==> src/rtl/twao_pkg.sv <==
// Shared types, constants and tables of the two-wheel arc odometry block.
// Depends on nothing; every other file of the block imports it.
package twao_pkg;

  // Field and datapath widths.
  localparam int DATA_W = 32;
  localparam int CFG_IDX_W = 1;
  localparam int DIV_NW = 64;      // divider numerator width
  localparam int DIV_DW = 40;      // divider denominator width
  localparam int MUL_W = 35;       // multiplier operand width
  localparam int ANG_W = 40;       // CORDIC input angle width, Q30 radians
  localparam int CS_W = 34;        // CORDIC x, y and result width
  localparam int CR_W = 35;        // CORDIC residual angle width
  localparam int PI_W = 33;        // width of the two-pi constant
  localparam int REDUCE_STEPS = 8; // 2*pi*2^7 covers the whole input range
  localparam int ATAN_DEPTH = 32;
  localparam int CORDIC_STEPS_DEF = 24;

  // Q30 constants of the angle reduction and the CORDIC start vector.
  localparam logic [PI_W-1:0] Q30_TWO_PI = 33'd6746518852;
  localparam logic [PI_W-1:0] Q30_PI = 33'd3373259426;
  localparam logic [PI_W-1:0] Q30_HALF_PI = 33'd1686629713;
  localparam logic [31:0] CORDIC_GAIN = 32'd652032874;

  // Arctangent of 2^-i in Q30.
  localparam logic [31:0] ATAN_TAB [ATAN_DEPTH] = '{
    32'h3243F6A8, 32'h1DAC6705, 32'h0FADBAFC, 32'h07F56EA6, 32'h03FEAB76, 32'h01FFD55B,
    32'h00FFFAAA, 32'h007FFF55, 32'h003FFFEA, 32'h001FFFFD, 32'h000FFFFF, 32'h0007FFFF,
    32'h0003FFFF, 32'h0001FFFF, 32'h0000FFFF, 32'h00007FFF, 32'h00003FFF, 32'h00001FFF,
    32'h00000FFF, 32'h000007FF, 32'h000003FF, 32'h000001FF, 32'h000000FF, 32'h0000007F,
    32'h0000003F, 32'h0000001F, 32'h0000000F, 32'h00000007, 32'h00000003, 32'h00000001,
    32'h00000000, 32'h00000000
  };

  // Operation codes of an input transaction.
  localparam logic [1:0] OP_STEP = 2'd0;
  localparam logic [1:0] OP_SET_POSE = 2'd1;
  localparam logic [1:0] OP_TARE = 2'd2;

  // Configuration register indexes.
  localparam logic [CFG_IDX_W-1:0] CFG_LEFT_OFFSET = 1'b0;
  localparam logic [CFG_IDX_W-1:0] CFG_RIGHT_OFFSET = 1'b1;

  // Set-pose mask bits and fault bits.
  localparam int MASK_X_BIT = 0;
  localparam int MASK_Y_BIT = 1;
  localparam int MASK_HEADING_BIT = 2;
  localparam int FAULT_DT_BIT = 0;
  localparam int FAULT_DEN_BIT = 1;

  typedef struct packed {
    logic [1:0]               opcode;
    logic signed [DATA_W-1:0] left_distance;
    logic signed [DATA_W-1:0] right_distance;
    logic signed [DATA_W-1:0] left_angle;
    logic signed [DATA_W-1:0] right_angle;
    logic [DATA_W-1:0]        time_stamp;
    logic signed [DATA_W-1:0] new_x;
    logic signed [DATA_W-1:0] new_y;
    logic signed [DATA_W-1:0] new_heading;
    logic [2:0]               axis_mask;
  } step_t;

  typedef struct packed {
    logic signed [DATA_W-1:0] pos_x;
    logic signed [DATA_W-1:0] pos_y;
    logic signed [DATA_W-1:0] heading;
    logic signed [DATA_W-1:0] left_rpm;
    logic signed [DATA_W-1:0] right_rpm;
    logic [1:0]               fault;
  } result_t;

  // Sequencer states of the top level.
  typedef enum logic [3:0] {
    ST_IDLE, ST_PREP, ST_HDIV, ST_DH, ST_SIN1, ST_QDIV, ST_MUL1, ST_MUL2,
    ST_SIN2, ST_MULX, ST_MULY, ST_SPDL, ST_SPDR, ST_FIN
  } state_t;

  // Phases of the CORDIC unit.
  typedef enum logic [2:0] {
    CP_IDLE, CP_REDUCE, CP_WRAP, CP_FOLD, CP_ROTATE
  } cphase_t;

endpackage

==> src/rtl/twao_ifs.sv <==
// Handshake interfaces of the odometry block: step input, result output, config writes.
// Depends on twao_pkg for the payload types and widths.
interface twao_step_if import twao_pkg::*; ();
  logic  valid;
  logic  ready;
  step_t payload;
  modport source (output valid, output payload, input ready);
  modport sink (input valid, input payload, output ready);
endinterface

interface twao_result_if import twao_pkg::*; ();
  logic    valid;
  logic    ready;
  result_t payload;
  modport source (output valid, output payload, input ready);
  modport sink (input valid, input payload, output ready);
endinterface

interface twao_cfg_if import twao_pkg::*; ();
  logic                     valid;
  logic                     ready;
  logic [CFG_IDX_W-1:0]     index;
  logic signed [DATA_W-1:0] data;
  modport source (output valid, output index, output data, input ready);
  modport sink (input valid, input index, input data, output ready);
endinterface

==> src/rtl/twao_div.sv <==
// Iterative signed divider, one quotient bit per cycle, quotient truncated toward zero.
// Depends on twao_pkg for the default widths.
module twao_div import twao_pkg::*; #(
  parameter int NW = DIV_NW,
  parameter int DW = DIV_DW
) (
  input  logic                 clk,
  input  logic                 rst,
  input  logic                 start,
  input  logic signed [NW-1:0] num,
  input  logic signed [DW-1:0] den,
  output logic                 done,
  output logic signed [NW-1:0] quo
);
  localparam int CW = $clog2(NW + 1);

  logic          busy;
  logic [CW-1:0] cnt;
  logic [NW-1:0] qr;
  logic [DW-1:0] rem;
  logic [DW-1:0] ud;
  logic          negq;
  logic [DW:0]   rem_sh;
  logic [DW:0]   diff;
  logic          take;
  logic [NW-1:0] un;
  logic [DW-1:0] udn;

  // Operand magnitudes.
  assign un = num[NW-1] ? (~$unsigned(num) + 1'b1) : $unsigned(num);
  assign udn = den[DW-1] ? (~$unsigned(den) + 1'b1) : $unsigned(den);

  // Restoring step: shift in the next dividend bit and try the subtraction.
  assign rem_sh = {rem, qr[NW-1]};
  assign diff = rem_sh - {1'b0, ud};
  assign take = !diff[DW];

  always_ff @(posedge clk) begin
    if (rst) begin
      busy <= 1'b0;
      done <= 1'b0;
      cnt <= '0;
    end else begin
      done <= 1'b0;
      if (start) begin
        busy <= 1'b1;
        cnt <= CW'(NW);
        qr <= un;
        rem <= '0;
        ud <= udn;
        negq <= num[NW-1] ^ den[DW-1];
      end else if (busy) begin
        qr <= {qr[NW-2:0], take};
        rem <= take ? diff[DW-1:0] : rem_sh[DW-1:0];
        cnt <= cnt - 1'b1;
        if (cnt == CW'(1)) begin
          busy <= 1'b0;
          done <= 1'b1;
        end
      end
    end
  end

  // Sign of the quotient follows the operand signs.
  assign quo = $signed(negq ? (~qr + 1'b1) : qr);
endmodule

==> src/rtl/twao_mul.sv <==
// Shift-add signed multiplier, one multiplier bit per cycle.
// Depends on twao_pkg for the default operand width.
module twao_mul import twao_pkg::*; #(
  parameter int W = MUL_W
) (
  input  logic                  clk,
  input  logic                  rst,
  input  logic                  start,
  input  logic signed [W-1:0]   a,
  input  logic signed [W-1:0]   b,
  output logic                  done,
  output logic signed [2*W-1:0] p
);
  localparam int CW = $clog2(W + 1);

  logic          busy;
  logic [CW-1:0] cnt;
  logic [W-1:0]  ua;
  logic [W-1:0]  hi;
  logic [W-1:0]  lo;
  logic          neg;
  logic [W:0]    sum;
  logic [2*W-1:0] mag;

  // Add the multiplicand when the low multiplier bit is set.
  assign sum = {1'b0, hi} + (lo[0] ? {1'b0, ua} : '0);

  always_ff @(posedge clk) begin
    if (rst) begin
      busy <= 1'b0;
      done <= 1'b0;
      cnt <= '0;
    end else begin
      done <= 1'b0;
      if (start) begin
        busy <= 1'b1;
        cnt <= CW'(W);
        ua <= a[W-1] ? (~$unsigned(a) + 1'b1) : $unsigned(a);
        lo <= b[W-1] ? (~$unsigned(b) + 1'b1) : $unsigned(b);
        hi <= '0;
        neg <= a[W-1] ^ b[W-1];
      end else if (busy) begin
        hi <= sum[W:1];
        lo <= {sum[0], lo[W-1:1]};
        cnt <= cnt - 1'b1;
        if (cnt == CW'(1)) begin
          busy <= 1'b0;
          done <= 1'b1;
        end
      end
    end
  end

  assign mag = {hi, lo};
  assign p = $signed(neg ? (~mag + 1'b1) : mag);
endmodule

==> src/rtl/twao_cordic.sv <==
// Iterative CORDIC sine and cosine in Q30 with range reduction by shifted two-pi subtraction.
// Depends on twao_pkg for widths, constants, the arctangent table and the phase type.
module twao_cordic import twao_pkg::*; #(
  parameter int STEPS = CORDIC_STEPS_DEF
) (
  input  logic                    clk,
  input  logic                    rst,
  input  logic                    start,
  input  logic signed [ANG_W-1:0] angle,
  output logic                    done,
  output logic signed [CS_W-1:0]  sin_o,
  output logic signed [CS_W-1:0]  cos_o
);
  localparam int RK_W = $clog2(REDUCE_STEPS);
  localparam int IT_W = $clog2(ATAN_DEPTH);
  localparam logic signed [CR_W-1:0] R_PI = CR_W'(Q30_PI);
  localparam logic signed [CR_W-1:0] R_HALF = CR_W'(Q30_HALF_PI);
  localparam logic signed [CS_W-1:0] X_INIT = CS_W'(CORDIC_GAIN);

  cphase_t                phase;
  cphase_t                phase_next;
  logic [RK_W-1:0]        kidx;
  logic [IT_W-1:0]        it;
  logic [ANG_W-1:0]       mag;
  logic                   negin;
  logic                   negout;
  logic signed [CR_W-1:0] r;
  logic signed [CS_W-1:0] x;
  logic signed [CS_W-1:0] y;
  logic [ANG_W:0]         tp;
  logic [ANG_W:0]         sub;
  logic [PI_W-1:0]        w0;
  logic signed [CR_W-1:0] wrap;
  logic signed [CS_W-1:0] xs;
  logic signed [CS_W-1:0] ys;
  logic signed [CR_W-1:0] at;

  // Reduction: subtract two-pi times a falling power of two.
  assign tp = (ANG_W + 1)'(Q30_TWO_PI) << kidx;
  assign sub = {1'b0, mag} - tp;

  // Floor modulo for negative input, then move into (-pi, pi].
  assign w0 = (negin && (mag != '0)) ? (Q30_TWO_PI - mag[PI_W-1:0]) : mag[PI_W-1:0];
  assign wrap = (w0 > Q30_PI) ? (CR_W'(w0) - CR_W'(Q30_TWO_PI)) : CR_W'(w0);

  // Rotation terms.
  assign xs = x >>> it;
  assign ys = y >>> it;
  assign at = CR_W'(ATAN_TAB[it]);

  // Phase sequencing.
  always_comb begin
    phase_next = phase;
    unique case (phase)
      CP_IDLE:   if (start) phase_next = CP_REDUCE;
      CP_REDUCE: if (kidx == '0) phase_next = CP_WRAP;
      CP_WRAP:   phase_next = CP_FOLD;
      CP_FOLD:   phase_next = CP_ROTATE;
      CP_ROTATE: if (it == IT_W'(STEPS - 1)) phase_next = CP_IDLE;
      default:   phase_next = CP_IDLE;
    endcase
  end

  always_ff @(posedge clk) begin
    if (rst) begin
      phase <= CP_IDLE;
      done <= 1'b0;
    end else begin
      phase <= phase_next;
      done <= (phase == CP_ROTATE) && (it == IT_W'(STEPS - 1));
    end
  end

  // Datapath of each phase.
  always_ff @(posedge clk) begin
    case (phase)
      CP_IDLE: begin
        if (start) begin
          mag <= angle[ANG_W-1] ? (~$unsigned(angle) + 1'b1) : $unsigned(angle);
          negin <= angle[ANG_W-1];
          kidx <= RK_W'(REDUCE_STEPS - 1);
        end
      end
      CP_REDUCE: begin
        if (!sub[ANG_W]) mag <= sub[ANG_W-1:0];
        kidx <= kidx - 1'b1;
      end
      CP_WRAP: r <= wrap;
      CP_FOLD: begin
        if (r > R_HALF) begin
          r <= R_PI - r;
          negout <= 1'b1;
        end else if (r < -R_HALF) begin
          r <= -R_PI - r;
          negout <= 1'b1;
        end else begin
          negout <= 1'b0;
        end
        x <= X_INIT;
        y <= '0;
        it <= '0;
      end
      CP_ROTATE: begin
        if (!r[CR_W-1]) begin
          x <= x - ys;
          y <= y + xs;
          r <= r - at;
        end else begin
          x <= x + ys;
          y <= y - xs;
          r <= r + at;
        end
        it <= it + 1'b1;
      end
      default: ;
    endcase
  end

  assign sin_o = y;
  assign cos_o = negout ? -x : x;
endmodule

==> src/rtl/two_wheel_arc_odometry.sv <==
// Top level of the two-wheel arc odometry block: sequencer, pose state and result register.
// Depends on twao_pkg, the interfaces, twao_div, twao_mul and twao_cordic.
//
// Use: each transaction on the step channel carries an opcode. An odometry step takes
// both wheels' cumulative distances and angles and a time stamp and updates the pose
// and the wheel speeds; set pose writes the axes picked by the mask; tare zeroes the
// previous wheel readings. Every transaction yields one result on the result channel
// with the pose, the speeds and a fault code. The config channel writes the two wheel
// offsets and is always ready; write it only while the block is idle.
// Flow: the block takes one transaction at a time. Set pose, tare and the unused code
// go from the idle state straight to the final state and the result register. An
// odometry step runs on one shared divider (one quotient bit per cycle), one shift-add
// multiplier and one CORDIC unit, used in turn; a fault skips the pose or the speed
// part. The divider, used up to four times a step, takes most of a step's run time.
// A result register sits on the output: the next step is taken while a result waits,
// and a finished result waits in the sequencer until the register is free.
// Reset (synchronous) clears pose, speeds and previous readings and loads the offsets.
module two_wheel_arc_odometry import twao_pkg::*; #(
  parameter int CORDIC_STEPS = CORDIC_STEPS_DEF
) (
  input logic            clk,
  input logic            rst,
  twao_step_if.sink      step,
  twao_result_if.source  result,
  twao_cfg_if.sink       cfg
);

  function automatic logic signed [DATA_W-1:0] sat32(input logic signed [64:0] v);
    if (v > 65'sd2147483647) return 32'sh7fffffff;
    if (v < -65'sd2147483648) return 32'sh80000000;
    return v[DATA_W-1:0];
  endfunction

  // Architectural state.
  logic signed [DATA_W-1:0] left_offset;
  logic signed [DATA_W-1:0] right_offset;
  logic signed [DATA_W-1:0] last_left_distance;
  logic signed [DATA_W-1:0] last_right_distance;
  logic signed [DATA_W-1:0] last_left_angle;
  logic signed [DATA_W-1:0] last_right_angle;
  logic [DATA_W-1:0]        last_time;
  logic signed [DATA_W-1:0] world_x;
  logic signed [DATA_W-1:0] world_y;
  logic signed [DATA_W-1:0] world_heading;
  logic signed [DATA_W-1:0] speed_left;
  logic signed [DATA_W-1:0] speed_right;

  // Sequencer and output register.
  state_t  st;
  state_t  st_next;
  logic    launched;
  logic    launched_next;
  logic    out_valid;
  result_t res;
  logic    step_acc;
  logic    fin_go;

  // Work registers of one step.
  step_t              cap;
  logic signed [32:0] dl;
  logic signed [33:0] dd;
  logic signed [32:0] dla;
  logic signed [32:0] dra;
  logic signed [32:0] den;
  logic [34:0]        dt6;
  logic [1:0]         fault;
  logic signed [31:0] nh;
  logic signed [32:0] dh;
  logic signed [34:0] k;
  logic signed [32:0] q;
  logic signed [39:0] t1;
  logic signed [33:0] chord;
  logic signed [CS_W-1:0] s2;
  logic signed [CS_W-1:0] c2;

  // Shared unit ports.
  logic                     div_start;
  logic signed [DIV_NW-1:0] div_num;
  logic signed [DIV_DW-1:0] div_den;
  logic                     div_done;
  logic signed [DIV_NW-1:0] div_quo;
  logic                     mul_start;
  logic signed [MUL_W-1:0]  mul_a;
  logic signed [MUL_W-1:0]  mul_b;
  logic                     mul_done;
  logic signed [2*MUL_W-1:0] mul_p;
  logic signed [39:0]       mul_sh;
  logic                     cs_start;
  logic signed [ANG_W-1:0]  cs_angle;
  logic                     cs_done;
  logic signed [CS_W-1:0]   cs_sin;
  logic signed [CS_W-1:0]   cs_cos;

  // Combinational values of the datapath.
  logic signed [32:0] dl_c;
  logic signed [32:0] dr_c;
  logic signed [32:0] dla_c;
  logic signed [32:0] dra_c;
  logic signed [32:0] den_c;
  logic [31:0]        dt_c;
  logic signed [64:0] hsum;
  logic signed [32:0] dh_c;
  logic signed [32:0] hs_c;
  logic signed [32:0] q_c;
  logic signed [40:0] csum;
  logic signed [33:0] chord_c;
  logic signed [64:0] xsum;
  logic signed [64:0] ysum;

  assign step_acc = step.valid && step.ready;
  assign fin_go = !out_valid || result.ready;

  // Deltas against the previous readings.
  assign dl_c = {cap.left_distance[31], cap.left_distance}
              - {last_left_distance[31], last_left_distance};
  assign dr_c = {cap.right_distance[31], cap.right_distance}
              - {last_right_distance[31], last_right_distance};
  assign dla_c = {cap.left_angle[31], cap.left_angle} - {last_left_angle[31], last_left_angle};
  assign dra_c = {cap.right_angle[31], cap.right_angle}
               - {last_right_angle[31], last_right_angle};
  assign den_c = {left_offset[31], left_offset} - {right_offset[31], right_offset};
  assign dt_c = cap.time_stamp - last_time;

  // Heading update, change and mean heading.
  assign hsum = {{33{world_heading[31]}}, world_heading} + {div_quo[DIV_NW-1], div_quo};
  assign dh_c = {nh[31], nh} - {world_heading[31], world_heading};
  assign hs_c = {world_heading[31], world_heading} + {nh[31], nh};

  // Chord scale clamp and chord clamp.
  assign q_c = (div_quo > 64'sd2147483648) ? 33'sd2147483648 :
               (div_quo < -64'sd2147483648) ? -33'sd2147483648 : div_quo[32:0];
  assign mul_sh = mul_p[2*MUL_W-1:30];
  assign csum = {t1[39], t1} + {mul_sh[39], mul_sh};
  assign chord_c = (csum > 41'sd4294967296) ? 34'sd4294967296 :
                   (csum < -41'sd4294967296) ? -34'sd4294967296 : csum[33:0];

  // Position updates.
  assign xsum = {{33{world_x[31]}}, world_x} + {{25{mul_sh[39]}}, mul_sh};
  assign ysum = {{33{world_y[31]}}, world_y} + {{25{mul_sh[39]}}, mul_sh};

  // Operand selection for the shared units.
  always_comb begin
    div_num = '0;
    div_den = '0;
    mul_a = '0;
    mul_b = '0;
    cs_angle = '0;
    case (st)
      ST_HDIV: begin
        div_num = {{6{dd[33]}}, dd, 24'b0};
        div_den = {{7{den[32]}}, den};
      end
      ST_QDIV: begin
        div_num = {{5{k[34]}}, k, 24'b0};
        div_den = {{7{dh[32]}}, dh};
      end
      ST_SPDL: begin
        div_num = {{9{dla[32]}}, dla, 22'b0};
        div_den = {5'b0, dt6};
      end
      ST_SPDR: begin
        div_num = {{9{dra[32]}}, dra, 22'b0};
        div_den = {5'b0, dt6};
      end
      ST_MUL1: begin
        mul_a = {{2{dl[32]}}, dl};
        mul_b = {{2{q[32]}}, q};
      end
      ST_MUL2: begin
        mul_a = k;
        mul_b = {{3{left_offset[31]}}, left_offset};
      end
      ST_MULX: begin
        mul_a = {chord[33], chord};
        mul_b = {s2[CS_W-1], s2};
      end
      ST_MULY: begin
        mul_a = {chord[33], chord};
        mul_b = {c2[CS_W-1], c2};
      end
      ST_SIN1: cs_angle = {{2{dh[32]}}, dh, 5'b0};
      ST_SIN2: cs_angle = {{2{hs_c[32]}}, hs_c, 5'b0};
      default: ;
    endcase
  end

  // Next state.
  always_comb begin
    st_next = st;
    unique case (st)
      ST_IDLE: if (step_acc) st_next = (step.payload.opcode == OP_STEP) ? ST_PREP : ST_FIN;
      ST_PREP: begin
        if (den_c != '0) st_next = ST_HDIV;
        else st_next = (dt_c == '0) ? ST_FIN : ST_SPDL;
      end
      ST_HDIV: if (div_done) st_next = ST_DH;
      ST_DH:   st_next = (dh_c == '0) ? ST_SIN2 : ST_SIN1;
      ST_SIN1: if (cs_done) st_next = ST_QDIV;
      ST_QDIV: if (div_done) st_next = ST_MUL1;
      ST_MUL1: if (mul_done) st_next = ST_MUL2;
      ST_MUL2: if (mul_done) st_next = ST_SIN2;
      ST_SIN2: if (cs_done) st_next = ST_MULX;
      ST_MULX: if (mul_done) st_next = ST_MULY;
      ST_MULY: if (mul_done) st_next = fault[FAULT_DT_BIT] ? ST_FIN : ST_SPDL;
      ST_SPDL: if (div_done) st_next = ST_SPDR;
      ST_SPDR: if (div_done) st_next = ST_FIN;
      ST_FIN:  if (fin_go) st_next = ST_IDLE;
      default: st_next = ST_IDLE;
    endcase
  end

  // Sequencer outputs: unit starts and the step channel's ready.
  always_comb begin
    div_start = 1'b0;
    mul_start = 1'b0;
    cs_start = 1'b0;
    unique case (st)
      ST_HDIV, ST_QDIV, ST_SPDL, ST_SPDR: div_start = !launched;
      ST_MUL1, ST_MUL2, ST_MULX, ST_MULY: mul_start = !launched;
      ST_SIN1, ST_SIN2:                   cs_start = !launched;
      default: ;
    endcase
    launched_next = launched;
    if (div_start || mul_start || cs_start) launched_next = 1'b1;
    if (div_done || mul_done || cs_done) launched_next = 1'b0;
  end

  assign step.ready = (st == ST_IDLE);
  assign cfg.ready = 1'b1;

  always_ff @(posedge clk) begin
    if (rst) begin
      st <= ST_IDLE;
      launched <= 1'b0;
    end else begin
      st <= st_next;
      launched <= launched_next;
    end
  end

  // Configuration and pose state.
  always_ff @(posedge clk) begin
    if (rst) begin
      left_offset <= -32'sd327680;
      right_offset <= 32'sd327680;
      last_left_distance <= '0;
      last_right_distance <= '0;
      last_left_angle <= '0;
      last_right_angle <= '0;
      last_time <= '0;
      world_x <= '0;
      world_y <= '0;
      world_heading <= '0;
      speed_left <= '0;
      speed_right <= '0;
    end else begin
      if (cfg.valid && cfg.ready) begin
        if (cfg.index == CFG_LEFT_OFFSET) left_offset <= cfg.data;
        else right_offset <= cfg.data;
      end
      case (st)
        ST_IDLE: begin
          if (step_acc) begin
            unique case (step.payload.opcode)
              OP_SET_POSE: begin
                if (step.payload.axis_mask[MASK_X_BIT]) world_x <= step.payload.new_x;
                if (step.payload.axis_mask[MASK_Y_BIT]) world_y <= step.payload.new_y;
                if (step.payload.axis_mask[MASK_HEADING_BIT]) begin
                  world_heading <= step.payload.new_heading;
                end
              end
              OP_TARE: begin
                last_left_distance <= '0;
                last_right_distance <= '0;
                last_left_angle <= '0;
                last_right_angle <= '0;
              end
              default: ;
            endcase
          end
        end
        ST_PREP: begin
          last_left_distance <= cap.left_distance;
          last_right_distance <= cap.right_distance;
          last_left_angle <= cap.left_angle;
          last_right_angle <= cap.right_angle;
          last_time <= cap.time_stamp;
        end
        ST_MULX: if (mul_done) world_x <= sat32(xsum);
        ST_MULY: begin
          if (mul_done) begin
            world_y <= sat32(ysum);
            world_heading <= nh;
          end
        end
        ST_SPDL: if (div_done) speed_left <= sat32({div_quo[DIV_NW-1], div_quo});
        ST_SPDR: if (div_done) speed_right <= sat32({div_quo[DIV_NW-1], div_quo});
        default: ;
      endcase
    end
  end

  // Work registers of the running step.
  always_ff @(posedge clk) begin
    case (st)
      ST_IDLE: begin
        if (step_acc) begin
          cap <= step.payload;
          fault <= 2'b00;
        end
      end
      ST_PREP: begin
        dl <= dl_c;
        dd <= {dr_c[32], dr_c} - {dl_c[32], dl_c};
        dla <= dla_c;
        dra <= dra_c;
        den <= den_c;
        dt6 <= {1'b0, dt_c, 2'b0} + {2'b0, dt_c, 1'b0};
        fault[FAULT_DEN_BIT] <= (den_c == '0);
        fault[FAULT_DT_BIT] <= (dt_c == '0);
      end
      ST_HDIV: if (div_done) nh <= sat32(hsum);
      ST_DH: begin
        dh <= dh_c;
        if (dh_c == '0) chord <= {dl[32], dl};
      end
      ST_SIN1: if (cs_done) k <= {cs_sin, 1'b0};
      ST_QDIV: if (div_done) q <= q_c;
      ST_MUL1: if (mul_done) t1 <= mul_sh;
      ST_MUL2: if (mul_done) chord <= chord_c;
      ST_SIN2: begin
        if (cs_done) begin
          s2 <= cs_sin;
          c2 <= cs_cos;
        end
      end
      default: ;
    endcase
  end

  // Result register.
  always_ff @(posedge clk) begin
    if (rst) begin
      out_valid <= 1'b0;
    end else begin
      if (st == ST_FIN && fin_go) out_valid <= 1'b1;
      else if (result.valid && result.ready) out_valid <= 1'b0;
    end
  end

  always_ff @(posedge clk) begin
    if (st == ST_FIN && fin_go) begin
      res.pos_x <= world_x;
      res.pos_y <= world_y;
      res.heading <= world_heading;
      res.left_rpm <= speed_left;
      res.right_rpm <= speed_right;
      res.fault <= fault;
    end
  end

  assign result.valid = out_valid;
  assign result.payload = res;

  twao_div #(.NW(DIV_NW), .DW(DIV_DW)) u_div (
    .clk(clk), .rst(rst), .start(div_start), .num(div_num), .den(div_den),
    .done(div_done), .quo(div_quo)
  );

  twao_mul #(.W(MUL_W)) u_mul (
    .clk(clk), .rst(rst), .start(mul_start), .a(mul_a), .b(mul_b),
    .done(mul_done), .p(mul_p)
  );

  twao_cordic #(.STEPS(CORDIC_STEPS)) u_cordic (
    .clk(clk), .rst(rst), .start(cs_start), .angle(cs_angle),
    .done(cs_done), .sin_o(cs_sin), .cos_o(cs_cos)
  );
endmodule
==> src/flat_wrapper.sv <==
// flat-port wrapper written by rule: the top's interface ports become plain ports
module two_wheel_arc_odometry_flat import twao_pkg::*;
#(
  parameter int CORDIC_STEPS = CORDIC_STEPS_DEF
)
  (clk, rst, step_valid, step_payload, step_ready, result_valid, result_payload, result_ready, cfg_valid, cfg_index, cfg_data, cfg_ready);
  twao_step_if step_i ();
  twao_result_if result_i ();
  twao_cfg_if cfg_i ();
  input logic clk;
  input logic rst;
  input wire logic [$bits(step_i.valid)-1:0] step_valid;
  input wire logic [$bits(step_i.payload)-1:0] step_payload;
  output wire logic [$bits(step_i.ready)-1:0] step_ready;
  output wire logic [$bits(result_i.valid)-1:0] result_valid;
  output wire logic [$bits(result_i.payload)-1:0] result_payload;
  input wire logic [$bits(result_i.ready)-1:0] result_ready;
  input wire logic [$bits(cfg_i.valid)-1:0] cfg_valid;
  input wire logic [$bits(cfg_i.index)-1:0] cfg_index;
  input wire logic [$bits(cfg_i.data)-1:0] cfg_data;
  output wire logic [$bits(cfg_i.ready)-1:0] cfg_ready;
  assign step_i.valid = step_valid;
  assign step_i.payload = step_payload;
  assign step_ready = step_i.ready;
  assign result_valid = result_i.valid;
  assign result_payload = result_i.payload;
  assign result_i.ready = result_ready;
  assign cfg_i.valid = cfg_valid;
  assign cfg_i.index = cfg_index;
  assign cfg_i.data = cfg_data;
  assign cfg_ready = cfg_i.ready;
  two_wheel_arc_odometry #(.CORDIC_STEPS(CORDIC_STEPS)) u_core (.clk(clk), .rst(rst), .step(step_i), .result(result_i), .cfg(cfg_i));
endmodule
==> config.mk <==
export PLATFORM = sky130hd
export DESIGN_NAME = two_wheel_arc_odometry_flat
export DESIGN_NICKNAME = d
export VERILOG_FILES = /design/src/rtl/twao_pkg.sv /design/src/rtl/twao_ifs.sv /design/src/rtl/twao_div.sv /design/src/rtl/twao_mul.sv /design/src/rtl/twao_cordic.sv /design/src/rtl/two_wheel_arc_odometry.sv /design/src/flat_wrapper.sv
export SDC_FILE = /design/constraint.sdc
export NUM_CORES = 2
export LEC_CHECK = 0
export BUFFER_PORTS_ARGS = -buffer_cell sky130_fd_sc_hd__clkbuf_2
export CORE_ASPECT_RATIO = 1.75
export CORE_MARGIN = 3
export CORE_UTILIZATION = 51
export CTS_CLUSTER_DIAMETER = 150
export DETAILED_ROUTE_END_ITERATION = 6
export GPL_ROUTABILITY_DRIVEN = 1
export HOLD_SLACK_MARGIN = 0.1
export PLACE_DENSITY = 0.67
export SYNTH_ARGS = -nofsm -noshare
export SYNTH_HDL_FRONTEND = slang
export SYNTH_SLANG_ARGS = --single-unit
==> constraint.sdc <==
create_clock -name clk -period 29.4 [get_ports clk]
set_input_delay 2.94 -clock clk [delete_from_list [all_inputs] [get_ports clk]]
set_output_delay 2.94 -clock clk [all_outputs]
set_load 0.01 [all_outputs]
==> results list <==
* Run status: finished with violations
- Violations in the final reports: design-rule violations
- PortBufs: 462
- Final critical path time including I/O delays and setup: roughly 9 ns
* Final hold viol count: 0
* Startpoint kind of the worst setup timing path: flop
- Startpoint of the worst hold path: u_core.speed_right[23]
- Hold repair after CTS inserted 0 buffers.
* Seq cells post-synth: around 1600
- The tree is rooted in a clkbuf_16.
- # IOs: approximately 460
* Yosys top cell by area: edfxtp_1
- The share of synthesized area in the top cell type comes to 0.321.
* Core region area: 219000 sq um
- Between clock sinks in the finished design, the worst skew comes to between 0.08 and 0.09 ns.
- Largest stage delay on the critical path: a little over 0.9 ns
* CTS tree: built
* Number of post-CTS setup repair buffers: 0
- Number of distinct library cell variants in the gate-level netlist after synthesis: about 100
* Starting DRC count in detailed routing: 9276
- Worst-case vdd ir drop: roughly 0.00011 V
- Total number of clock tree sinks: between 1500 and 2000
- Setup repair after global routing left no endpoint under its margin.
- In this run the static leakage power is a little under 50 nW.
- Setup slack on the critical path of the routed design comes to about 20 ns.
- Proportion of register bits with asynchronous set or reset after synthesis: 0
* Largest cells by area after synthesis: edfxtp_1 (32%), ha_1 (8.6%), dfxtp_1 (7.3%)
- Starting density of the core: 0.513
- After clock tree synthesis, the repair step resized 0 gates.
* Crit path launch: u_core.u_mul.lo[0]
* Final clock period utilization by the worst path: 0.315
- Number of buffers inserted during clock tree synthesis: about 160
* Number of detailed-route iterations in the first pass: 7
* Final estimated routing congestion in global placement: around 1.1
- Max-cap viol count: 0
* Antenna violations before repair: 47
* Global Route met2 Usage: 0.612
* Family of cells with the greatest summed delay on the critical path: simple AND/OR/NAND/NOR gates
* Actual transition at the worst max-transition pin: around 1.3 ns
- Setup violations remaining at the end of the flow were counted as 0.
- Share of layout cells above drive strength 1: 0.0956
- Along the worst path, the maximum fanout reaches 36.
- Dividing the detail-routed wire length by the instance count gives ~28 um.
* Growth of design area from synthesis to finish: 9.88%
- For this run, global-route usage on met1 was measured as 0.406.
- Summing every instance area after synthesis gives 112000 sq um.
- The die covers between 200000 and 250000 sq um.
- Measured against its own limit, the worst slew margin works out to 0.119.
- Busiest layer in global routing: met2
* Largest net degree at the start of global routing: 223
* Peak Freq: between 100 and 150 MHz
* Clock H-tree levels: 4
- The initialized floorplan defines ~230 standard-cell rows.
* Sequential fraction of the synthesis area: 0.395
- DP Wirelength: between 300000 and 400000 um
- The die is roughly 630 um tall.
* Worst EP arrival: 10.00 ns
- DR DRC count: 12
* Min-Delay Path Class: flop to flop
* Width of the die: 360 um
- The first global-routing pass estimated 616000 um of wire.
- In the global route stage, met3 resource usage came out at 0.0599.
* Average vias per placed instance: approximately 6.3
- The total overflow left after global routing is 0.
- For this run, the post-layout net count is about 14000.
- Among all stages on the critical path, the largest delay is contributed by a2111oi_0.
- Before CTS, the worst setup slack after placement is 20.16 ns.
- Insertion delay of the later-clocked pin in the worst-skew pair: 0.88 ns
* Max clock buf depth: 4
- ANT nets after route: 0
* WP buf/inv: 2
* Synthesized instance count: ~12000
- Power spread over the standard cell area amounts to around 90 nW/um^2.
- At the worst endpoint, the required time is about 30 ns.
* Prevailing post-synth register cell: edfxtp_1
- Post-route core utilization: 0.563
* RR Startpoint: u_core.u_mul.lo[0]
- In the final timing run, aggregate negative setup slack is 0 ns.
- Clock-pin slew on the worst setup and hold paths: around 0.070 ns
- Counting flops with a built-in enable in the synthesized netlist gives 1200.
- For this run, the total global-route usage over all layers was measured as 0.365.
- Via count of the first global-routing pass: roughly 95000
* Final count of pins violating max slew: 0
- STA classifies the critical path endpoint as a flop.
- For this block, the routed nets add up to ~420000 um of wire.
- The setup path with the least slack is of type flop to flop.
- Yosys printed 0 warnings.
- Average instance area after synthesis: 9.25 sq um
- Detailed routing inserted a total of roughly 98000 vias.
## report_power, final
group / internal [mW] / switching [mW]
Sequential: 3.11 / 0.371
Clock: 1.24 / 0.961
Combinational: 1.96 / 3.46
Total: 6.31 / 4.79
## sequential cells by signal, summed over array words and instances, names as in the netlist, 35 cells and up
register and flops:
u_core.cap 160, u_core.result.payload 162, u_core.t1 40, u_core.u_cordic.mag 38, u_core.u_cordic.r 35, u_core.u_div.qr 64, u_core.u_div.rem 40, u_core.u_div.ud 40
u_core.u_mul.hi 35, u_core.u_mul.lo 35, u_core.u_mul.ua 35
## per-layer routing
| metal | routed length [um] | share of wire |
|---|---|---|
| met2 | 199000 | 0.47 |
| met5 | 108 | 0.00025 |
| met1 | 152000 | 0.36 |
| met3 | 30300 | 0.071 |
| met4 | 43300 | 0.10 |
## placed cells by master (no fill, tap or decap), drive strengths merged, types with 35 or more instances in the layout
| cell | n |
|---|---|
| edfxtp | 1200 |
| nand2 | 1137 |
| nor2 | 1082 |
| a21oi | 908 |
| ha | 768 |
| o21ai | 728 |
| inv | 722 |
| xnor2 | 665 |
| clkbuf | 656 |
| dfxtp | 411 |
| xor2 | 345 |
| a21o | 314 |
| a22oi | 256 |
| nor3 | 227 |
| nand3 | 201 |
| buf | 185 |
| o21a | 156 |
| and3 | 146 |
| and2 | 142 |
| a211oi | 141 |
| a31oi | 130 |
| nor2b | 127 |
| nand2b | 126 |
| mux2i | 106 |
| o31ai | 98 |
| nand4 | 94 |
| o21bai | 92 |
| or3 | 85 |
| nor4 | 85 |
| mux4 | 83 |
| or2 | 68 |
| a221o | 59 |
| o211ai | 58 |
| o22ai | 55 |
| fa | 50 |
| clkinv | 49 |
| a311oi | 47 |
| o41ai | 47 |
| a21boi | 43 |
| a221oi | 35 |
## Yosys cell counts (32+ instances only)
| library cell | number |
|---|---|
| nand2_1 | 1137 |
| o22ai_1 | 55 |
| a31oi_1 | 130 |
| xnor2_1 | 665 |
| o31ai_1 | 97 |
| xor2_1 | 345 |
| or3_1 | 83 |
| o211ai_1 | 58 |
| or2_2 | 65 |
| nand2b_1 | 126 |
| a211oi_1 | 141 |
| buf_1 | 48 |
| nor2b_1 | 127 |
| clkbuf_1 | 474 |
| inv_1 | 701 |
| mux2i_1 | 106 |
| a311oi_1 | 47 |
| and2_1 | 138 |
| mux4_2 | 83 |
| a221oi_1 | 35 |
| a22oi_1 | 256 |
| a21o_1 | 314 |
| dfxtp_1 | 411 |
| a221o_1 | 59 |
| nand3_1 | 201 |
| edfxtp_1 | 1200 |
| a21boi_0 | 42 |
| a21oi_1 | 908 |
| or4_1 | 32 |
| and3_1 | 146 |
| nor2_1 | 1082 |
| o41ai_1 | 45 |
| nor3_1 | 227 |
| nand3b_1 | 33 |
| nand4_1 | 94 |
| o21ai_0 | 724 |
| fa_1 | 50 |
| nor4_1 | 82 |
| o21bai_1 | 92 |
| mux2_2 | 32 |
| o21a_1 | 156 |
| ha_1 | 768 |
## stage by stage
| stage | area, sq um | instances | total power [mW] | hold slack [ns] |
|---|---|---|---|---|
| 2_1_floorplan | 112000 | 12100 | 7.19 | 0.400 |
| 3_3_place_gp | 118000 | 15100 | 8.71 | 0.417 |
| 3_5_place_dp | 118000 | 15100 | 8.83 | 0.420 |
| 4_1_cts | 123000 | 15400 | 11.0 | 0.436 |
| 5_1_grt | 123000 | 15400 | 11.8 | 0.440 |
| 6_report | 123000 | 15400 | 11.1 | 0.437 |
## area by class of cell
class                      instances  area, sq um
fill                           19500        95500
multi-input combinational       9262        63400
sequential                      1611        44300
clock buffer                     195         4290
timing repair buffer             646         3730
tap                             2862         3580
inverter                         710         2670
clock inverter                    94         1130
antenna                           30         75.1
## worst paths after layout
path | end | slack, ns | cells past startpoint
setup reg to reg | u_core.world_x[27] | 20.13 | 28
setup / recovery | u_core.world_x[27] | 20.13 | 28
hold / removal | u_core.result.payload[25] | 0.44 | 0
hold reg to reg | u_core.result.payload[25] | 0.44 | 0
## worst reg2reg max path, delay by kind of cell, from the launching register on
kind	cells	cell delay (ns)
buf+inv	2	0.41
simple gates	16	4.34
xor+xnor	2	0.56
flops	1	0.35
fa+ha+maj	1	0.54
compound gates	7	2.96
## cell families after synthesis
kind of cell | Yosys count | synth area share
XOR/XNOR | 1010 | 0.0789
flip-flops | 1611 | 0.395
AO/OA/AOI/OAI | 3519 | 0.205
AND/OR/NAND/NOR | 3688 | 0.155
other | 2 | 0.0000670
multiplexers | 221 | 0.0293
adder cells (fa/ha/maj) | 818 | 0.0946
buffers and inverters | 1248 | 0.0420
Power figures use the tool's default switching activity.
